===== src/npsd_pkg.sv =====
`timescale 1ns / 1ps
// shared constants, operation codes and the note entry type of the note pulse driver
package npsd_pkg;

  localparam int unsigned LowestNote = 38;
  localparam int unsigned NumNotes   = 39;
  localparam int unsigned SlotW      = $clog2(NumNotes);
  localparam int unsigned NoteW      = 7;
  localparam int unsigned OpW        = 3;
  localparam int unsigned TimeW      = 16;
  localparam int unsigned CountW     = 8;
  localparam int unsigned FrameW     = 39;
  localparam logic [TimeW-1:0] OnTimeReset = TimeW'(100);

  typedef enum logic [OpW-1:0] {
    OpNoteOn  = 3'd0,
    OpNoteOff = 3'd1,
    OpStopAll = 3'd2,
    OpTick    = 3'd3,
    OpQuery   = 3'd4
  } op_e;

  typedef struct packed {
    logic [TimeW-1:0] duration;
    logic [TimeW-1:0] elapsed;
  } entry_t;

endpackage


===== src/note_pulse_shift_driver.sv =====
`timescale 1ns / 1ps
// note pulse driver: per-note duration/elapsed memory, tick walker and output image
//
// One output bit per note 38..76; each word returns one result with the output
// image, a load flag and the query answer. note_on, note_off, stop_all, unused
// codes, out-of-range notes and a tick while the active count is zero finish in
// the accepting cycle. A query passes through a memory read state and a result
// state. A tick with a nonzero active count walks the note memory one entry
// per cycle through its single read port, writing each live entry back while it
// sits in the read register. A new word is taken only once the previous result
// is out or leaving the output register. Entries carry valid flops cleared by
// reset and stop_all, so no memory clearing pass exists.
module note_pulse_shift_driver (
  input  logic                          clk_i,
  input  logic                          rst_ni,
  input  logic                          cfg_we_i,
  input  logic [npsd_pkg::TimeW-1:0]    cfg_wdata_i,
  input  logic                          in_valid_i,
  output logic                          in_ready_o,
  input  logic [npsd_pkg::OpW-1:0]      operation_i,
  input  logic [npsd_pkg::NoteW-1:0]    note_i,
  output logic                          out_valid_o,
  input  logic                          out_ready_i,
  output logic [npsd_pkg::FrameW-1:0]   frame_o,
  output logic                          load_pulse_o,
  output logic                          note_active_o
);
  import npsd_pkg::*;

  typedef enum logic [3:0] {
    StIdle   = 4'b0001,
    StQuery  = 4'b0010,
    StTick   = 4'b0100,
    StResult = 4'b1000
  } state_e;

  localparam logic [SlotW-1:0] LastSlot = SlotW'(NumNotes - 1);

  state_e state_q, state_d;
  logic [TimeW-1:0]    on_time_q;
  logic [NumNotes-1:0] bits_q, bits_d;
  logic [NumNotes-1:0] valid_q, valid_d;
  logic [CountW-1:0]   count_q, count_d;
  logic [SlotW-1:0]    idx_q, idx_d;
  logic                expired_q, expired_d;
  logic                answer_q, answer_d;
  logic                out_valid_q, out_valid_d;
  logic [FrameW-1:0]   frame_q, frame_d;
  logic                load_q, load_d;
  logic                active_q, active_d;

  entry_t              note_mem_q [NumNotes];
  entry_t              rdata_q;
  entry_t              entry;
  logic                mem_we;
  logic [SlotW-1:0]    mem_waddr, mem_raddr;
  entry_t              mem_wdata;

  logic                out_free, accept, in_range, respond, resp_load;
  logic [SlotW-1:0]    slot, idx_next;

  assign out_free   = !out_valid_q || out_ready_i;
  assign in_ready_o = (state_q == StIdle) && out_free;
  assign accept     = in_valid_i && in_ready_o;
  assign in_range   = note_i inside {[NoteW'(LowestNote) : NoteW'(LowestNote + NumNotes - 1)]};
  assign slot       = SlotW'(note_i - NoteW'(LowestNote));
  assign idx_next   = (idx_q == LastSlot) ? '0 : SlotW'(idx_q + 1'b1);
  // an entry never written since reset or stop_all reads as zero
  assign entry      = valid_q[idx_q] ? rdata_q : '0;

  always_comb begin
    state_d     = state_q;
    bits_d      = bits_q;
    valid_d     = valid_q;
    count_d     = count_q;
    idx_d       = idx_q;
    expired_d   = expired_q;
    answer_d    = answer_q;
    out_valid_d = out_valid_q && !out_ready_i;
    frame_d     = frame_q;
    load_d      = load_q;
    active_d    = active_q;
    mem_we      = 1'b0;
    mem_waddr   = idx_q;
    mem_wdata   = '0;
    mem_raddr   = idx_next;
    respond     = 1'b0;
    resp_load   = 1'b0;

    case (state_q)
      StIdle: begin
        if (accept) begin
          respond = 1'b1;
          case (op_e'(operation_i))
            OpNoteOn: begin
              if (in_range) begin
                mem_we        = 1'b1;
                mem_waddr     = slot;
                mem_wdata     = '{duration: on_time_q, elapsed: '0};
                valid_d[slot] = 1'b1;
                bits_d[slot]  = 1'b1;
                count_d       = CountW'(count_q + 1'b1);
                resp_load     = 1'b1;
              end
            end
            OpNoteOff: begin
              if (in_range && bits_q[slot]) begin
                valid_d[slot] = 1'b0;
                bits_d[slot]  = 1'b0;
                count_d       = CountW'(count_q - 1'b1);
                resp_load     = 1'b1;
              end
            end
            OpStopAll: begin
              valid_d   = '0;
              bits_d    = '0;
              count_d   = '0;
              resp_load = 1'b1;
            end
            OpTick: begin
              if (count_q != '0) begin
                respond   = 1'b0;
                mem_raddr = '0;
                idx_d     = '0;
                expired_d = 1'b0;
                state_d   = StTick;
              end
            end
            OpQuery: begin
              if (in_range) begin
                respond   = 1'b0;
                mem_raddr = slot;
                idx_d     = slot;
                state_d   = StQuery;
              end
            end
            default: begin
            end
          endcase
          if (respond) begin
            out_valid_d = 1'b1;
            frame_d     = FrameW'(bits_d);
            load_d      = resp_load;
            active_d    = 1'b0;
          end
        end
      end
      StQuery: begin
        answer_d  = (entry.duration != '0);
        expired_d = 1'b0;
        state_d   = StResult;
      end
      StTick: begin
        // entry idx_q is in the read register; its write-back never meets the next read
        if (entry.duration != '0) begin
          mem_we = 1'b1;
          if (entry.elapsed >= entry.duration) begin
            valid_d[idx_q] = 1'b0;
            bits_d[idx_q]  = 1'b0;
            expired_d      = 1'b1;
          end else begin
            mem_wdata = '{duration: entry.duration,
                          elapsed: TimeW'(entry.elapsed + 1'b1)};
          end
        end
        idx_d = idx_next;
        if (idx_q == LastSlot) begin
          answer_d = 1'b0;
          state_d  = StResult;
        end
      end
      StResult: begin
        if (out_free) begin
          out_valid_d = 1'b1;
          frame_d     = FrameW'(bits_q);
          load_d      = expired_q;
          active_d    = answer_q;
          state_d     = StIdle;
        end
      end
      default: begin
        state_d = StIdle;
      end
    endcase
  end

  always_ff @(posedge clk_i) begin
    if (mem_we) begin
      note_mem_q[mem_waddr] <= mem_wdata;
    end
    rdata_q <= note_mem_q[mem_raddr];
  end

  always_ff @(posedge clk_i or negedge rst_ni) begin
    if (!rst_ni) begin
      state_q     <= StIdle;
      on_time_q   <= OnTimeReset;
      bits_q      <= '0;
      valid_q     <= '0;
      count_q     <= '0;
      idx_q       <= '0;
      expired_q   <= 1'b0;
      answer_q    <= 1'b0;
      out_valid_q <= 1'b0;
    end else begin
      state_q     <= state_d;
      if (cfg_we_i) begin
        on_time_q <= cfg_wdata_i;
      end
      bits_q      <= bits_d;
      valid_q     <= valid_d;
      count_q     <= count_d;
      idx_q       <= idx_d;
      expired_q   <= expired_d;
      answer_q    <= answer_d;
      out_valid_q <= out_valid_d;
    end
  end

  always_ff @(posedge clk_i) begin
    frame_q  <= frame_d;
    load_q   <= load_d;
    active_q <= active_d;
  end

  assign out_valid_o   = out_valid_q;
  assign frame_o       = frame_q;
  assign load_pulse_o  = load_q;
  assign note_active_o = active_q;

endmodule


===== config.mk =====
export PLATFORM = sky130hd
export DESIGN_NAME = note_pulse_shift_driver
export DESIGN_NICKNAME = d
export VERILOG_FILES = /design/src/npsd_pkg.sv /design/src/note_pulse_shift_driver.sv
export SDC_FILE = /design/constraint.sdc
export NUM_CORES = 2
export LEC_CHECK = 0
export ABC_AREA = 0
export ABC_CLOCK_PERIOD_IN_PS = 14400
export BUFFER_PORTS_ARGS = -buffer_cell sky130_fd_sc_hd__buf_2
export CORE_UTILIZATION = 45
export CTS_CLUSTER_SIZE = 20
export DETAILED_ROUTE_END_ITERATION = 7
export HOLD_SLACK_MARGIN = 0.05
export PLACE_DENSITY = 0.61
export SLEW_MARGIN = 20
export SYNTH_ARGS = -nofsm -noshare
export SYNTH_HDL_FRONTEND = slang
export SYNTH_SLANG_ARGS = --single-unit

===== constraint.sdc =====
create_clock -name clk_i -period 14.4 [get_ports clk_i]
set_clock_uncertainty 0.1 [all_clocks]
set_input_delay 2.16 -clock clk_i [delete_from_list [all_inputs] [get_ports clk_i]]
set_output_delay 2.16 -clock clk_i [all_outputs]
set_load 0.01 [all_outputs]

==> summary.md <==
| Metric | Value |
|---|---|
| Total power | `11.29 mW` |
| Max Root-Sink Buffers | `3` |
| Die Y-Extent | `370.0 microns` |
| Fillers | `11260` |
| Slew Limit Fails | `0` |
| Crit path DAT | `7.62 ns` |
| Worst path bufs/invs | `4` |
| Synthesized area per cell | `13.05 sq um` |
| DR WL/cell | `27.01 microns` |
| Post-CTS setup repair buffer count | `0` |
| Fin crit period | `7.089 ns` |
| Pre-CTS setup slack | `6.642 ns` |
| TritonCTS clock tree | `done` |
| Yosys reg bits | `1436` |
| Routed WL | `177700 microns` |
| Cell taking the most area after synthesis | `edfxtp_1` |
| Unrepaired setup endpoints after global routing | `false` |
| Worst setup startpoint | `note_i[1]` |
| DR pass1 iterations | `8` |
| Share of layout cells above drive strength 1 | `13.18%` |
| CP delay by family, top | `simple AND/OR/NAND/NOR gates` |
| Yosys top cell area share | `63.53%` |
| CP Capture Type | `flop` |
| Row count | `approximately 130` |
| Cell Pwr Density | `roughly 170 nW/um^2` |
| Main synth FF type | `edfxtp_1` |
| GRT overflow | `0` |
| Worst Path Required | `14.93 ns` |
| Port bufs | `73` |
| Static leakage | `24.66 nW` |
| Critical path peak fanout | `73` |
| Tot GR Track Use | `25.74%` |
| Crit share post-route | `49.23%` |
| Worst setup path end | `rdata_q[21]$_DFF_P_` |
| First-pass GRT wire length | `260900 microns` |
| Most frequent cell after synthesis | `edfxtp_1` |
| Area delta synth->final | `12.25%` |
| Worst Hold Class | `flop to flop` |
| Origin of the critical flop-to-flop path | `idx_q[0]$_DFFE_PN0P_` |
| Number of max-cap violations | `0` |
| FFs w/ async S/R, synth | `between 8 and 9%` |
| Htree depth | `4` |
| Slowest cell delay on critical path | `between 0.7 and 0.8 ns` |
| Via count of the first global-routing pass | `38960` |
| Crit-path cells | `buf_2 > ha_1 > or3_1 > a32oi_1 > nand3_1 > nand3_4 > buf_4 > nand2_1 > buf_4 > o22ai_1 > a2111oi_0 > buf_4 > nor3_1 > nor4_2` |
| Startpoint Class | `input port` |
| Reg2Reg Capture Point | `note_mem_q[20][7]$_DFFE_PP_` |
| Via count | `41100` |
| Flop-to-flop setup slack | `7.38 ns` |
| Iteration-0 DRC Markers | `between 5000 and 6000` |
| Dpl cell area | `~64000 sq um` |
| Sequential area share after synthesis | `69.31%` |
| CTS Hold Bufs | `0` |
| Setup TNS | `0 ns` |
| Worst Reg-to-Reg Cells | `18` |
| Post-Place Cells | `6298` |
| Clock sink total | `~1400` |
| Final Wtd Congestion | `0.9416` |
| CORE AREA | `134000 sq um` |
| Die area | `136900 sq um` |
| Effective utilization at floorplan | `45.48%` |
| Ranking of synthesized cells by area | `edfxtp_1 (64%), dfrtp_1 (4.6%), nand2_1 (4.3%)` |
| Clock slew at reported path FFs | `0.06 ns` |
| Outcome | `completed` |
| Die width | `370.0 microns` |
| Most used cell along the critical path | `buf_4` |
| Hold Worst Slack | `approximately 0.42 ns` |
| CTS buffer count | `151` |
| Antenna violations before repair | `5` |
| ANT cells | `0` |
| Largest net degree at the start of global routing | `roughly 180` |
| Worst skew pair latency | `between 0.7 and 0.8 ns` |
| Synthesized instance count | `4669` |
| Critical path depth | `14` |
| Final Util | `51.06%` |
| WS Path Type | `input port to flop` |
| Post-Layout Cell Count | `6579` |
| CTS root buf | `clkbuf_16` |
| Post-cts gate resize count | `0` |
| Vias/cell | `6.247` |
| DRC Markers | `0` |
| Post-Syn Area | `60930 sq um` |
| Slew @ Worst Pin | `between 1 and 1.5 ns` |
| Final instance area | `68390 sq um` |
| # IOs | `74` |
| Critical path's slowest cell | `nand3_4` |
| Synth cell types | `between 90 and 100` |
| Worst IR drop on VDD | `138.5 uV` |
| DP HPWL | `96200 microns` |
| Final Hold Viols | `0` |
| Top cells by count, synth | `edfxtp_1 (1289), nand2_1 (694), nor2_1 (374), a21oi_1 (277), clkbuf_1 (199)` |
| Slew HR | `17.47%` |
| EDFF count, synth | `1289` |
| Final #Nets | `4746` |
| Post-synth net total | `4731` |
| Worst setup margin | `7.311 ns` |
| Yosys warnings | `0` |
| # setup viols final | `0` |
| Final antenna-violating net count | `0` |
| Max Freq | `approximately 140 MHz` |
==> registers in the layout, summed over array words and instances (netlist names) <==
register	count
frame_o	39
bits_q	39
expired_q	1
load_pulse_o	1
idx_q	6
answer_q	1
rdata_q	32
note_mem_q	1248
out_valid_o	1
note_active_o	1
count_q	8
valid_q	39
on_time_q	16
state_q	4
==> routing by layer <==
| layer | vias to the layer above | wire, microns | track usage [%] |
|---|---|---|---|
| li1 | 17800 | - | - |
| met1 | 20760 | 73830 | 36.98 |
| met2 | 2190 | 81150 | 39.63 |
| met3 | 351 | 17610 | 4.907 |
| met4 | 2 | 5124 | 7.955 |
| met5 | - | 13 | 0 |
==> cells by family (layout without fill, tap and decap cells) <==
| group | count (synthesis) | after routing | share of synthesized area [%] |
|---|---|---|---|
| AOI/OAI and AO/OA | 994 | 994 | 10.61 |
| DFF | 1436 | 1436 | 69.31 |
| muxes | 207 | 207 | 4.454 |
| adders and majority gates | 31 | 31 | 0.6489 |
| xor gates and xnor gates | 25 | 25 | 0.3594 |
| buffers and inverters | 356 | 498 | 2.528 |
| and+or+nand+nor | 1620 | 1620 | 12.09 |
==> area by class of cell <==
class                   count  area, sq um  area share (%)
flip-flops and latches   1436        42230           61.75
clock inverters            72        619.3          0.9055
inverters                  22        82.58          0.1207
clock buffers             208         4168           6.094
multi-input cells        2877        17700           25.88
repair buffers            196         1379           2.016
well taps                1768         2212           3.234
==> worst reg2reg max path, delay by kind of cell (launching register included) <==
family	cells	cell delay [ns]
buffers and inverters	4	1.50
adders and majority gates	1	0.27
and+or+nand+nor	6	3.16
AOI/OAI and AO/OA	6	1.10
muxes	1	0.37
DFF	1	0.32
==> worst min path at each step <==
stage,start,endpoint,slack (ns),cells past startpoint
after floorplan,expired_q$_DFFE_PN0P_,expired_q$_DFFE_PN0P_,0.37,1
after global placement,count_q[7]$_DFFE_PN0P_,count_q[7]$_DFFE_PN0P_,0.39,1
after detailed placement,on_time_q[12]$_DFFE_PN0P_,on_time_q[12]$_DFFE_PN0P_,0.40,1
after CTS,on_time_q[12]$_DFFE_PN0P_,on_time_q[12]$_DFFE_PN0P_,0.41,1
after global routing,on_time_q[12]$_DFFE_PN0P_,on_time_q[12]$_DFFE_PN0P_,0.44,1
final,on_time_q[12]$_DFFE_PN0P_,on_time_q[12]$_DFFE_PN0P_,0.42,1
==> cells in the final DEF (no fill, tap or decap), types with 29 or more instances in the layout <==
master and instances:
buf_2 72, nor2_1 316, o32ai_1 32, nor2_4 46
dfrtp_1 111, o21ai_0 198, mux4_2 43, clkbuf_1 44
a2111oi_0 29, nand3_1 128, nand2_1 694, o2111a_1 31
edfxtp_1 1289, clkbuf_16 155, mux2_2 53, a32oi_1 67
ha_1 30, mux2i_1 81, a31oi_1 66, dfxtp_1 32
mux2_1 30, o211ai_1 53, buf_4 117, and3_1 69
o22ai_1 106, or3_1 71, nor3_1 141, a21oi_1 275
clkinv_1 31
==> power breakdown <==
part / switching, mW / internal, mW / leakage, nW
sequential: 0.164 / 4.63 / 15.8
combinational: 1.87 / 0.856 / 6.57
clock: 1.64 / 2.13 / 2.33
No activity file was read; power rests on OpenSTA's default activity.
